[src/design/swm_pkg.sv]
// Package for the sliding-window median filter: widths, defaults, register map,
// item kinds and the sequencer state type. No dependencies.
`default_nettype none

package swm_pkg;

    // Default sizing, handed to the top level as parameter defaults
    localparam int MAX_WINDOW_DEF   = 64;
    localparam int SAMPLE_WIDTH_DEF = 32;

    // Fixed field widths
    localparam int WS_W    = 7;   // window length register
    localparam int COUNT_W = 7;   // valid_count result field

    // Configuration port
    localparam int PADDR_W = 3;
    localparam int PDATA_W = 32;
    localparam logic [WS_W-1:0] WS_RESET = 7'd5;

    // Register index (paddr[PADDR_W-1:2])
    localparam logic REG_WIN_LEN = 1'b0;

    // Item kinds
    localparam logic KIND_SAMPLE  = 1'b0;
    localparam logic KIND_RESTART = 1'b1;

    typedef enum logic [1:0] {
        ST_IDLE,
        ST_OLD,
        ST_MERGE,
        ST_DONE
    } swm_state_t;

endpackage

`default_nettype wire

[src/design/swm_in_if.sv]
// Input channel of the sliding-window median filter: valid/ready plus one item.
// Depends on swm_pkg for the default sample width.
`default_nettype none

interface swm_in_if #(
    parameter int SAMPLE_WIDTH = swm_pkg::SAMPLE_WIDTH_DEF
);
    logic                           valid;
    logic                           ready;
    logic                           kind;
    logic signed [SAMPLE_WIDTH-1:0] sample;

    modport source (output valid, output kind, output sample, input ready);
    modport sink   (input valid, input kind, input sample, output ready);
endinterface

`default_nettype wire

[src/design/swm_out_if.sv]
// Result channel of the sliding-window median filter: valid/ready plus one result.
// Depends on swm_pkg for widths.
`default_nettype none

interface swm_out_if #(
    parameter int SAMPLE_WIDTH = swm_pkg::SAMPLE_WIDTH_DEF
);
    logic                               valid;
    logic                               ready;
    logic signed [SAMPLE_WIDTH-1:0]     median;
    logic [swm_pkg::COUNT_W-1:0]        valid_count;

    modport source (output valid, output median, output valid_count, input ready);
    modport sink   (input valid, input median, input valid_count, output ready);
endinterface

`default_nettype wire

[src/design/sliding_window_median.sv]
// Sliding-window median filter. A sample beat goes from acceptance through ST_OLD,
// ST_MERGE (one pass over the n entries held before it, 0..MAX_WINDOW, in the
// sorted-list memory, one entry a cycle) and ST_DONE (waits for a free result slot)
// to the result register. A restart beat gives no result. The input is ready only in
// idle, so no new beat is taken while a sample is in flight. rst_n clears control state
// at once and loads the window length register with 5; both memories keep their contents.
`default_nettype none

module sliding_window_median #(
    parameter int MAX_WINDOW   = swm_pkg::MAX_WINDOW_DEF,
    parameter int SAMPLE_WIDTH = swm_pkg::SAMPLE_WIDTH_DEF
) (
    input  wire logic                          clk,
    input  wire logic                          rst_n,
    // configuration port
    input  wire logic                          psel,
    input  wire logic                          penable,
    input  wire logic                          pwrite,
    input  wire logic [swm_pkg::PADDR_W-1:0]   paddr,
    input  wire logic [swm_pkg::PDATA_W-1:0]   pwdata,
    output logic      [swm_pkg::PDATA_W-1:0]   prdata,
    output logic                               pready,
    // item channels
    swm_in_if.sink                             sample_ch,
    swm_out_if.source                          result_ch
);

    // AW addresses one window entry; CW holds a count up to MAX_WINDOW.
    localparam int AW = (MAX_WINDOW > 1) ? $clog2(MAX_WINDOW) : 1;
    localparam int CW = $clog2(MAX_WINDOW + 1);
    localparam int EW = (CW > swm_pkg::WS_W) ? CW : swm_pkg::WS_W;
    localparam logic [EW-1:0] MAX_EXT = EW'(MAX_WINDOW);

    // ------------------------------------------------------------------
    // Architecture
    //   win RAM    : circular window, entry write_position gets each sample.
    //   sort RAM   : the same samples kept in ascending signed order,
    //                entries 0..n-1 valid, n derived from position/full.
    // For each sample beat the sequencer reads the evicted sample (only
    // meaningful once the window is full), writes the new one, then streams
    // the sorted list once: drop the first entry equal to the evicted value,
    // insert the new sample ahead of the first larger entry, and write the
    // result back in place. Writes never run ahead of reads (read-first RAM,
    // at most one write per cycle, a one-entry hold buffer absorbs the
    // extra element of an insertion). The entry landing at index count/2 is
    // captured as the median on the fly.
    // ------------------------------------------------------------------

    swm_pkg::swm_state_t state_reg, state_next;

    logic [swm_pkg::WS_W-1:0]      ws_reg;
    logic [AW-1:0]                 pos_reg, pos_next;
    logic                          full_reg, full_next;

    logic signed [SAMPLE_WIDTH-1:0] new_reg;
    logic signed [SAMPLE_WIDTH-1:0] old_reg;
    logic signed [SAMPLE_WIDTH-1:0] hold_reg, hold_next;
    logic                           hold_v_reg, hold_v_next;
    logic                           ins_done_reg, ins_done_next;
    logic                           rem_done_reg, rem_done_next;
    logic [CW-1:0]                  idx_reg, idx_next;
    logic [CW-1:0]                  wr_idx_reg, wr_idx_next;
    logic signed [SAMPLE_WIDTH-1:0] med_reg;

    logic                           out_valid_reg;
    logic signed [SAMPLE_WIDTH-1:0] out_med_reg;
    logic [swm_pkg::COUNT_W-1:0]    out_cnt_reg;

    // RAM ports
    logic [SAMPLE_WIDTH-1:0] win_rdata;
    logic [SAMPLE_WIDTH-1:0] sort_rdata;
    logic                    win_we;
    logic                    sort_we;
    logic [SAMPLE_WIDTH-1:0] sort_wdata;
    logic [AW-1:0]           sort_raddr;

    // Handshakes
    logic in_accept;
    logic out_take;
    logic slot_free;
    logic cfg_write;
    logic load_out;

    // Sizes and counts
    logic [EW-1:0] ws_ext;
    logic [CW-1:0] size_eff;
    logic [CW-1:0] pos_ext;
    logic [CW-1:0] pos_inc;
    logic [CW-1:0] n_old;
    logic [CW-1:0] cnt_new;
    logic [CW-1:0] half;
    logic [CW-1:0] idx_inc;

    // Stream decisions for the current sorted entry
    logic signed [SAMPLE_WIDTH-1:0] cur;
    logic is_rem;
    logic is_ins;
    logic keep;

    // ------------------------------------------------------------------
    // Sizes: a zero window acts as one, an oversize window as MAX_WINDOW.
    // ------------------------------------------------------------------
    assign ws_ext   = EW'(ws_reg);
    assign size_eff = (ws_ext == '0)     ? CW'(1) :
                      (ws_ext > MAX_EXT) ? CW'(MAX_WINDOW) : CW'(ws_ext);
    assign pos_ext  = CW'(pos_reg);
    assign pos_inc  = pos_ext + CW'(1);
    assign n_old    = full_reg ? size_eff : pos_ext;
    assign cnt_new  = full_reg ? size_eff : pos_inc;
    assign half     = cnt_new >> 1;
    assign idx_inc  = idx_reg + CW'(1);

    // ------------------------------------------------------------------
    // Handshakes
    // ------------------------------------------------------------------
    assign sample_ch.ready = (state_reg == swm_pkg::ST_IDLE);
    assign in_accept       = sample_ch.valid && sample_ch.ready;
    assign out_take        = result_ch.valid && result_ch.ready;
    assign slot_free       = !out_valid_reg || result_ch.ready;

    assign result_ch.valid       = out_valid_reg;
    assign result_ch.median      = out_med_reg;
    assign result_ch.valid_count = out_cnt_reg;

    // Configuration: one register, decoded on the word index only.
    assign pready    = 1'b1;
    assign cfg_write = psel && penable && pwrite && pready
                       && (paddr[swm_pkg::PADDR_W-1:2] == swm_pkg::REG_WIN_LEN);

    always_comb
    begin
        prdata = '0;
        if (paddr[swm_pkg::PADDR_W-1:2] == swm_pkg::REG_WIN_LEN)
        begin
            prdata = swm_pkg::PDATA_W'(ws_reg);
        end
    end

    // ------------------------------------------------------------------
    // Memories
    // ------------------------------------------------------------------
    swm_ram #(
        .WIDTH (SAMPLE_WIDTH),
        .DEPTH (MAX_WINDOW),
        .AW    (AW)
    ) u_win_ram (
        .clk   (clk),
        .we    (win_we),
        .waddr (pos_reg),
        .wdata (new_reg),
        .raddr (pos_reg),
        .rdata (win_rdata)
    );

    swm_ram #(
        .WIDTH (SAMPLE_WIDTH),
        .DEPTH (MAX_WINDOW),
        .AW    (AW)
    ) u_sort_ram (
        .clk   (clk),
        .we    (sort_we),
        .waddr (wr_idx_reg[AW-1:0]),
        .wdata (sort_wdata),
        .raddr (sort_raddr),
        .rdata (sort_rdata)
    );

    // ------------------------------------------------------------------
    // Sequencer: next state
    // ------------------------------------------------------------------
    always_comb
    begin
        state_next = state_reg;
        unique case (state_reg)
            swm_pkg::ST_IDLE:
            begin
                if (in_accept && (sample_ch.kind == swm_pkg::KIND_SAMPLE))
                begin
                    state_next = swm_pkg::ST_OLD;
                end
            end
            swm_pkg::ST_OLD:
            begin
                state_next = swm_pkg::ST_MERGE;
            end
            swm_pkg::ST_MERGE:
            begin
                if (idx_reg == n_old)
                begin
                    state_next = swm_pkg::ST_DONE;
                end
            end
            swm_pkg::ST_DONE:
            begin
                if (slot_free)
                begin
                    state_next = swm_pkg::ST_IDLE;
                end
            end
            default:
            begin
                state_next = swm_pkg::ST_IDLE;
            end
        endcase
    end

    // ------------------------------------------------------------------
    // Sequencer: outputs and the merge stream
    // ------------------------------------------------------------------
    assign cur    = $signed(sort_rdata);
    assign is_rem = full_reg && !rem_done_reg && (cur == old_reg);
    assign is_ins = !ins_done_reg && (new_reg < cur);
    assign keep   = !is_rem;

    always_comb
    begin
        win_we        = 1'b0;
        sort_we       = 1'b0;
        sort_wdata    = hold_reg;
        sort_raddr    = '0;
        hold_next     = hold_reg;
        hold_v_next   = hold_v_reg;
        ins_done_next = ins_done_reg;
        rem_done_next = rem_done_reg;
        idx_next      = idx_reg;
        wr_idx_next   = wr_idx_reg;
        load_out      = 1'b0;
        pos_next      = pos_reg;
        full_next     = full_reg;

        unique case (state_reg)
            swm_pkg::ST_IDLE:
            begin
                // restart beat: drop position and fill flag, nothing else
                if (in_accept && (sample_ch.kind == swm_pkg::KIND_RESTART))
                begin
                    pos_next  = '0;
                    full_next = 1'b0;
                end
            end
            swm_pkg::ST_OLD:
            begin
                // evicted sample is on win_rdata; overwrite it, start the stream
                win_we        = 1'b1;
                sort_raddr    = '0;
                hold_v_next   = 1'b0;
                ins_done_next = 1'b0;
                rem_done_next = 1'b0;
                idx_next      = '0;
                wr_idx_next   = '0;
            end
            swm_pkg::ST_MERGE:
            begin
                sort_raddr = idx_inc[AW-1:0];
                if (idx_reg != n_old)
                begin
                    idx_next = idx_inc;
                    if (is_rem)
                    begin
                        rem_done_next = 1'b1;
                    end
                    if (is_ins)
                    begin
                        ins_done_next = 1'b1;
                    end
                    if (hold_v_reg)
                    begin
                        // hold implies the insertion is done: at most one candidate
                        sort_we     = 1'b1;
                        sort_wdata  = hold_reg;
                        hold_v_next = keep;
                        hold_next   = cur;
                    end
                    else if (is_ins)
                    begin
                        sort_we     = 1'b1;
                        sort_wdata  = new_reg;
                        hold_v_next = keep;
                        hold_next   = cur;
                    end
                    else if (keep)
                    begin
                        sort_we    = 1'b1;
                        sort_wdata = cur;
                    end
                end
                else
                begin
                    // end of list: flush the hold entry or append the new sample
                    if (hold_v_reg)
                    begin
                        sort_we     = 1'b1;
                        sort_wdata  = hold_reg;
                        hold_v_next = 1'b0;
                    end
                    else if (!ins_done_reg)
                    begin
                        sort_we       = 1'b1;
                        sort_wdata    = new_reg;
                        ins_done_next = 1'b1;
                    end
                end
                if (sort_we)
                begin
                    wr_idx_next = wr_idx_reg + CW'(1);
                end
            end
            swm_pkg::ST_DONE:
            begin
                if (slot_free)
                begin
                    load_out = 1'b1;
                    if (pos_inc >= size_eff)
                    begin
                        pos_next  = '0;
                        full_next = 1'b1;
                    end
                    else
                    begin
                        pos_next = pos_inc[AW-1:0];
                    end
                end
            end
            default:
            begin
                win_we = 1'b0;
            end
        endcase

        // a window size write restarts the filter
        if (cfg_write)
        begin
            pos_next  = '0;
            full_next = 1'b0;
        end
    end

    // ------------------------------------------------------------------
    // Control registers
    // ------------------------------------------------------------------
    always_ff @(posedge clk or negedge rst_n)
    begin
        if (!rst_n)
        begin
            state_reg     <= swm_pkg::ST_IDLE;
            ws_reg        <= swm_pkg::WS_RESET;
            pos_reg       <= '0;
            full_reg      <= 1'b0;
            hold_v_reg    <= 1'b0;
            ins_done_reg  <= 1'b0;
            rem_done_reg  <= 1'b0;
            idx_reg       <= '0;
            wr_idx_reg    <= '0;
            out_valid_reg <= 1'b0;
        end
        else
        begin
            state_reg    <= state_next;
            pos_reg      <= pos_next;
            full_reg     <= full_next;
            hold_v_reg   <= hold_v_next;
            ins_done_reg <= ins_done_next;
            rem_done_reg <= rem_done_next;
            idx_reg      <= idx_next;
            wr_idx_reg   <= wr_idx_next;
            if (cfg_write)
            begin
                ws_reg <= pwdata[swm_pkg::WS_W-1:0];
            end
            if (load_out)
            begin
                out_valid_reg <= 1'b1;
            end
            else if (out_take)
            begin
                out_valid_reg <= 1'b0;
            end
        end
    end

    // ------------------------------------------------------------------
    // Payload registers
    // ------------------------------------------------------------------
    always_ff @(posedge clk)
    begin
        hold_reg <= hold_next;
        if (in_accept)
        begin
            new_reg <= sample_ch.sample;
        end
        if (state_reg == swm_pkg::ST_OLD)
        begin
            old_reg <= $signed(win_rdata);
        end
        // catch the entry landing at rank count/2
        if (sort_we && (wr_idx_reg == half))
        begin
            med_reg <= $signed(sort_wdata);
        end
        if (load_out)
        begin
            out_med_reg <= med_reg;
            out_cnt_reg <= swm_pkg::COUNT_W'(cnt_new);
        end
    end

    // ------------------------------------------------------------------
    // Assertions
    // ------------------------------------------------------------------
    a_hold_after_insert: assert property (@(posedge clk) disable iff (!rst_n)
        hold_v_reg |-> ins_done_reg)
        else $error("hold buffer occupied before the new sample was inserted");

    a_write_behind_read: assert property (@(posedge clk) disable iff (!rst_n)
        (state_reg == swm_pkg::ST_MERGE) |-> (wr_idx_reg <= idx_reg))
        else $error("sorted list write overtook the read pointer");

    a_list_length: assert property (@(posedge clk) disable iff (!rst_n)
        (state_reg == swm_pkg::ST_DONE) |-> (wr_idx_reg == cnt_new))
        else $error("sorted list length mismatch after merge");

    a_evicted_found: assert property (@(posedge clk) disable iff (!rst_n)
        ((state_reg == swm_pkg::ST_DONE) && full_reg) |-> rem_done_reg)
        else $error("evicted sample not found in sorted list");

    a_pos_in_window: assert property (@(posedge clk) disable iff (!rst_n)
        (state_reg != swm_pkg::ST_IDLE) |-> (pos_ext < size_eff))
        else $error("write position outside the window");

endmodule

`default_nettype wire

[src/design/swm_ram.sv]
// Generic simple dual-port RAM: one write port, one read port, registered read.
// Read-first on a same-address collision. No dependencies.
`default_nettype none

module swm_ram #(
    parameter int WIDTH = 32,
    parameter int DEPTH = 64,
    parameter int AW    = (DEPTH > 1) ? $clog2(DEPTH) : 1
) (
    input  wire logic             clk,
    input  wire logic             we,
    input  wire logic [AW-1:0]    waddr,
    input  wire logic [WIDTH-1:0] wdata,
    input  wire logic [AW-1:0]    raddr,
    output logic      [WIDTH-1:0] rdata
);

    logic [WIDTH-1:0] mem [DEPTH];

    always_ff @(posedge clk)
    begin
        if (we)
        begin
            mem[waddr] <= wdata;
        end
        rdata <= mem[raddr];
    end

endmodule

`default_nettype wire
[src/flat_wrapper.sv]
// flat-port wrapper written by rule: the top's interface ports become plain ports
module sliding_window_median_flat 
#(
    parameter int MAX_WINDOW   = swm_pkg::MAX_WINDOW_DEF,
    parameter int SAMPLE_WIDTH = swm_pkg::SAMPLE_WIDTH_DEF
)
  (clk, rst_n, psel, penable, pwrite, paddr, pwdata, prdata, pready, sample_ch_valid, sample_ch_kind, sample_ch_sample, sample_ch_ready, result_ch_valid, result_ch_median, result_ch_valid_count, result_ch_ready);
  swm_in_if #(.SAMPLE_WIDTH(SAMPLE_WIDTH)) sample_ch_i ();
  swm_out_if #(.SAMPLE_WIDTH(SAMPLE_WIDTH)) result_ch_i ();
  input  wire logic clk;
  input  wire logic rst_n;
  input  wire logic psel;
  input  wire logic penable;
  input  wire logic pwrite;
  input  wire logic [swm_pkg::PADDR_W-1:0] paddr;
  input  wire logic [swm_pkg::PDATA_W-1:0] pwdata;
  output logic      [swm_pkg::PDATA_W-1:0] prdata;
  output logic pready;
  input wire logic [$bits(sample_ch_i.valid)-1:0] sample_ch_valid;
  input wire logic [$bits(sample_ch_i.kind)-1:0] sample_ch_kind;
  input wire logic [$bits(sample_ch_i.sample)-1:0] sample_ch_sample;
  output wire logic [$bits(sample_ch_i.ready)-1:0] sample_ch_ready;
  output wire logic [$bits(result_ch_i.valid)-1:0] result_ch_valid;
  output wire logic [$bits(result_ch_i.median)-1:0] result_ch_median;
  output wire logic [$bits(result_ch_i.valid_count)-1:0] result_ch_valid_count;
  input wire logic [$bits(result_ch_i.ready)-1:0] result_ch_ready;
  assign sample_ch_i.valid = sample_ch_valid;
  assign sample_ch_i.kind = sample_ch_kind;
  assign sample_ch_i.sample = sample_ch_sample;
  assign sample_ch_ready = sample_ch_i.ready;
  assign result_ch_valid = result_ch_i.valid;
  assign result_ch_median = result_ch_i.median;
  assign result_ch_valid_count = result_ch_i.valid_count;
  assign result_ch_i.ready = result_ch_ready;
  sliding_window_median #(.MAX_WINDOW(MAX_WINDOW), .SAMPLE_WIDTH(SAMPLE_WIDTH)) u_core (.clk(clk), .rst_n(rst_n), .psel(psel), .penable(penable), .pwrite(pwrite), .paddr(paddr), .pwdata(pwdata), .prdata(prdata), .pready(pready), .sample_ch(sample_ch_i), .result_ch(result_ch_i));
endmodule
[config.mk]
export PLATFORM = sky130hd
export DESIGN_NAME = sliding_window_median_flat
export DESIGN_NICKNAME = d
export VERILOG_FILES = /design/src/design/swm_pkg.sv /design/src/design/swm_in_if.sv /design/src/design/swm_out_if.sv /design/src/design/sliding_window_median.sv /design/src/design/swm_ram.sv /design/src/flat_wrapper.sv
export SDC_FILE = /design/constraint.sdc
export NUM_CORES = 2
export LEC_CHECK = 0
export BUFFER_PORTS_ARGS = -buffer_cell sky130_fd_sc_hd__buf_2
export CAP_MARGIN = 10
export CORE_AREA = 2 2 473 710
export DETAILED_ROUTE_END_ITERATION = 12
export DIE_AREA = 0 0 475 712
export GPL_TIMING_DRIVEN = 0
export PLACE_DENSITY_LB_ADDON = 0.1
export SLEW_MARGIN = 20
export SYNTH_ARGS = -nofsm -noshare
export SYNTH_HDL_FRONTEND = slang
export SYNTH_SLANG_ARGS = --single-unit
export TNS_END_PERCENT = 1
[constraint.sdc]
create_clock -name clk -period 9.7 [get_ports clk]
set_input_delay 0.97 -clock clk [delete_from_list [all_inputs] [get_ports clk]]
set_output_delay 0.97 -clock clk [all_outputs]
set_load 0.05 [all_outputs]
; Yosys cells after proc, flatten, opt, wreduce, memory -nomap -nowiden
; Memories as Yosys holds them, arrays and structs flattened. A register that Yosys moved wholly into a read port is not among the register bits.
; Cells that the tools add are included.
[totals]
register_bits = 201
ramBits = 4096
input_bits = 75
output_inout_bits = 74
wordCells = 135
memories = 2
[classes]
n_addsub = 3
order_cmp = 3
n_eq_ne = 18
mux = 61
bitwise = 2
n_reduce_logical = 30
[memory_table]
columns = name, words, word_bits, read_ports, rd_ports_with_merged_regs, write_ports, line_no
row1 = u_core.u_sort_ram.mem, 64, 32, 1, 1, 1, swm_ram.sv:18  ; logic [WIDTH-1:0] mem [DEPTH];
row2 = u_core.u_win_ram.mem, 64, 32, 1, 1, 1, swm_ram.sv:18
[op_table]
columns = operator, n
row1 = 32-bit 2-to-1 mux, 9
row2 = 7-bit 2-to-1 mux, 7
row3 = 32-bit equality test, 1
row4 = 32-bit < comparator, 1
row5 = 6-bit 2-to-1 mux, 5
row6 = 1-bit 2-to-1 mux, 29
row7 = 7-bit one-hot mux with 2 select lines, 2
row8 = 3-bit AND reduction, 5
row9 = 7-bit by 1-bit adder with 7-bit output (second input constant), 2
row10 = 6-bit one-hot mux with 2 select lines, 1
row11 = 1-bit logical AND, 11
row12 = 2-bit by 1-bit inequality test with 1-bit output (second input constant), 5
row13 = 1-bit one-hot mux with 2 select lines, 4
row14 = 2-bit one-hot mux with 4 select lines, 1
row15 = 6-bit by 1-bit adder with 7-bit output (second input constant), 1
row16 = 7-bit by 6-bit equality test with 1-bit output, 1
row17 = 7-bit equality test, 1
row18 = 7-bit greater-or-equal comparator, 1
row19 = 7-bit greater-than comparator (second input constant), 1
row20 = 7-bit logical NOT, 1
row21 = 7-bit inequality test, 1
row22 = 2-bit 2-to-1 mux, 3
row23 = 3-bit by 1-bit inequality test with 1-bit output (second input constant), 2
row24 = 3-bit inequality test (second input constant), 2
row25 = other kinds (12), 20

; Longest topological paths before layout
[depth]
ltp_word = 11
ltp_mapped = 14
depth_no_buf = 12

; Cells and area by module
; A second synthesis with hierarchy kept.
[hier_totals]
cells_unflattened = 7447
area_unflattened_um2 = 166920.1
[by_module_without_submodules]
columns = module, instances, cells_each, area_each_um2, seq_area_each_um2
row1 = swm_ram, 2, 3324, 78515.3, 62139.6
row2 = sliding_window_median, 1, 799, 9889.5, 5868.1

; Worst setup path before layout
; Ideal clock, no wire load.
[synth_timing]
path_kind = reg2reg
start = register u_core.new_reg[29]
end = register u_core.med_reg[10], data pin
setup_time_ns = 0.710
arrival_ns = 6.069
t_required_ns = 8.990
path_slack_ns = 2.920
path_stages_with_launch = 12
path_buffers = 2
period_less_slack_ns = 6.780
cell_sequence = edfxtp_1 ha_1 a21o_1 a21o_1 a221oi_1 o21ai_0 a21oi_1 o21a_1 clkbuf_1 clkbuf_1 mux2i_1 o21ai_0
[synth_between]
elab_chain_cells = 6
[synth_rtl]
columns = element, line_no
row1 = "start, declared", sliding_window_median.sv:55  ; logic signed [SAMPLE_WIDTH-1:0] new_reg;
row2 = "start signal, assigned", sliding_window_median.sv:389  ; new_reg <= sample_ch.sample;
row3 = 32-bit < comparator, sliding_window_median.sv:212  ; assign is_ins = !ins_done_reg && (new_reg < cur);
row4 = 1-bit logical AND, sliding_window_median.sv:212
row5 = 32-bit 2-to-1 mux, sliding_window_median.sv:274  ; else if (is_ins)
row6 = 32-bit 2-to-1 mux, sliding_window_median.sv:266  ; if (hold_v_reg)
row7 = 32-bit 2-to-1 mux, sliding_window_median.sv:255  ; if (idx_reg != n_old)
row8 = 32-bit 2-to-1 mux, sliding_window_median.sv:231  ; unique case (state_reg)
row9 = via u_core.sort_wdata[10], sliding_window_median.sv:74  ; logic [SAMPLE_WIDTH-1:0] sort_wdata;
row10 = "end signal, assigned", sliding_window_median.sv:398  ; med_reg <= $signed(sort_wdata);
row11 = "end, declared", sliding_window_median.sv:63  ; logic signed [SAMPLE_WIDTH-1:0] med_reg;
; The timed path passes the listed nets, and every way through them passes these cells.
; A chain may end at the register's enable or synchronous reset.

; Worst setup path after layout
[layout_timing]
start = register u_core.pos_reg[1]
end = memory u_core.u_win_ram.mem[16][9], enable pin
[layout_lines]
columns = element, line_no
row1 = "start, declared", sliding_window_median.sv:52  ; logic [AW-1:0] pos_reg, pos_next;
row2 = "start signal, assigned", sliding_window_median.sv:359  ; pos_reg <= pos_next;
row3 = "end, declared", swm_ram.sv:18
; No word-level cell before the write port.

==> flow_summary.json <==
{
  "status": "complete, no violations",
  "cts_sinks": 4361,
  "overflow": 0,
  "final-hold-violation-count": 0,
  "tightestPinTransition_ns": 1.38,
  "routed_via_density": 6.76,
  "rrSetupSlack_ns": 3.17,
  "syn_area_per_cell_sq_um": 15.9,
  "ys_warn_count": 0,
  "synth_area_sq_um": 166000,
  "synth_seq_area_share_pct": 78.6,
  "layout_worst_path_cycle_share_pct": 67.4,
  "yosysTopAreaCellShare_pct": 77.3,
  "async_flop_share_pct": 0.780,
  "syn_inst": 10433,
  "grt_setup_unrepaired": "false",
  "cp_max_fo": 13,
  "cp-end-kind": "flop",
  "ys_ff_latch": 4361,
  "ant_nets": 0,
  "htree_levels": 5,
  "synthFlopType": "edfxtp_1",
  "fp.dieH_um": 712,
  "reg_top3": "u_core.u_sort_ram.mem (2048), u_core.u_win_ram.mem (2048)",
  "grt.total_usage_pct": 40.5,
  "cp-start-kind": "flop",
  "boundaryPins": 149,
  "drt-total-wl_um": 691000,
  "crit_end": "u_core.u_win_ram.mem[16][9]",
  "layout.nets": 11582,
  "routedWlPerCell_um": 42.4,
  "final_common_cell": "edfxtp_1",
  "path_clk_slew_ns": 0.07,
  "p_leak_nw": 63.7,
  "initial_core_util_pct": 49.7,
  "maxCapViolCount": 0,
  "hold_depth": 1,
  "cts_made_buffers": 402,
  "layout_common_cells": "4263 x edfxtp_1, 1191 x nand2_1, 758 x o21ai_0",
  "slew_headroom_pct": 7.75,
  "place.gp.congestion": 1.00,
  "grt_pass1_wl_um": 911000,
  "grt_max_degree": 40,
  "final_area_sq_um": 197000,
  "drc": 0,
  "vias": 110104,
  "drtIter0Drc": 16789,
  "max_freq_mhz": 153,
  "critPathKind": "flop to flop",
  "p_per_area_nw_per_um2": 294,
  "regToRegEndpoint": "u_core.u_win_ram.mem[16][9]",
  "first_global_vias": 104126,
  "peakVddDrop_mv": 0.253,
  "antenna_found_initial": 72,
  "synth_largest_area_cell": "edfxtp_1",
  "fin_crit_ns": 6.53,
  "skew_ns": 0.0928,
  "drive_above_1_share_pct": 14.6,
  "dp_hpwl_um": 495000,
  "power.clock.fraction_pct": 27.2,
  "postCtsResizedCells": 0,
  "synth_cell_types": 68,
  "die-area_sq_um": 338000,
  "cellInternalPower_w": 0.0375,
  "cts.path.max_buffers": 4,
  "hold_class": "primary input to flop",
  "pwr-share-seq_pct": 42.0,
  "slew_violations": 0,
  "cts_tree": "built",
  "crit_arrival_ns": 7.18,
  "postCtsSetupBuffers": 0,
  "ctsHoldBuffers": 0,
  "dr.pass1.iters": 7,
  "reg2reg_depth": 9,
  "fin_tns_setup_ns": 0,
  "r2r-start": "u_core.pos_reg[1]",
  "setup_viol": 0,
  "cp-startpoint": "u_core.pos_reg[1]",
  "die_w_um": 475,
  "comb_power_share_pct": 30.8,
  "placed_area_sq_um": 184000,
  "synth_area_leaders": "edfxtp_1 77%, a22oi_1 3.0%, nand2_1 2.7%",
  "std_cell_rows": 260,
  "p_switching_w": 0.0206,
  "swShare_pct": 35.5,
  "io_buffers": 95,
  "clockRootBuffer": "clkbuf_16",
  "worstPathRequired_ns": 10.34,
  "synth-edff-count": 4263,
  "core_sq_um": 333000,
  "insertion_delay_ns": 1.02,
  "syn_to_final_growth_pct": 19.3
}
-- per-stage QoR --
stage          total power [W]  utilization [%]  instances  hold slack (ns)  setup WS (ns)
4_1_cts                 0.0574             59.2      16228            0.136           3.43
3_3_place_gp            0.0401             51.6      15006            0.388          -7.95
3_5_place_dp            0.0420             55.4      15504            0.389           3.47
5_1_grt                 0.0590             59.3      16244            0.158           3.24
6_report                0.0581             59.3      16295            0.148           3.17
2_1_floorplan           0.0314                -      10457            0.386           2.92
-- synth_stat cells, drive strengths merged, types with 9 or more instances --
cell type     n
o21a         36
dfrtp        32
ha           45
o211a        64
xnor2        13
nand2b       10
nand2      1191
a31oi       184
buf         134
o211ai      130
o221ai       33
nor3          9
o311ai       32
dfxtp        64
nand4        63
inv          50
a22oi       660
xor2         36
o21ai       796
mux4         32
nor2        195
edfxtp     4263
a22o        199
nor4         38
and3          9
nand3b       42
nand3       765
a221oi      201
o31a         33
nor2b        13
a21oi        92
mux2i       260
mux2         43
clkbuf      601
-- cells by family (layout without fill, tap and decap cells) --
logic type      Yosys count  count (layout)  share of synthesized area, %
other cells               2              85                       0.00454
mux                     335             335                          2.30
simple gates           2365            2365                          6.32
compound gates         2491            2491                          10.3
flops                  4361            4361                          78.6
xor+xnor                 49              49                         0.259
buf+inv                 785            2110                          1.85
fa+ha+maj                45              45                         0.340
-- area by class of cell --
class,instances,area (sq um)
Antenna cell,59,148
Buffer,735,3170
Clock buffer,508,10800
Clock inverter,216,1960
Fill cell,25014,135000
Inverter,50,188
Multi-Input combinational cell,5311,34000
Sequential cell,4361,130000
Tap cell,4454,5570
Timing Repair Buffer,601,11500
-- worst min path at each step --
stage	startpoint	to	slack (ns)
after floorplan	u_core.u_win_ram.rdata[0]	u_core.old_reg[0]	0.39
after global placement	u_core.u_win_ram.rdata[25]	u_core.old_reg[25]	0.39
after detailed placement	u_core.u_win_ram.rdata[26]	u_core.old_reg[26]	0.39
after CTS	sample_ch_sample[2]	u_core.new_reg[2]	0.14
after global routing	sample_ch_sample[3]	u_core.new_reg[3]	0.16
final	sample_ch_sample[8]	u_core.new_reg[8]	0.15
-- worst max-delay path, stage by stage, from the launching register on --
cell and delay (ns):
dfrtp_1 0.53, clkbuf_1 0.37, nor3_1 0.85, clkbuf_1 0.82
buf_2 0.83, buf_2 0.84, nand2_1 0.57, nor2_4 0.71
buf_12 0.31, buf_12 0.23
-- power groups by stage --
stage               combinational [W]  clock [W]  sequential (W)
CTS                            0.0173     0.0158          0.0244
finish                         0.0179     0.0158          0.0244
global route                   0.0181     0.0165          0.0244
detailed placement             0.0172          0          0.0248
global placement               0.0134          0          0.0266
floorplan                     0.00613          0          0.0253
-- routing by layer --
layer | wire length [um] | vias up | part of all wire, % | global-route usage [%]
li1 | - | 43405 | - | -
met1 | 207000 | 55102 | 30 | 42.7
met4 | 85300 | 34 | 12 | 40.2
met2 | 325000 | 8623 | 47 | 64.4
met5 | 262 | - | 0.038 | 0.144
met3 | 74200 | 2940 | 11 | 11.1
Note: power is estimated with default switching activity, not from simulation.
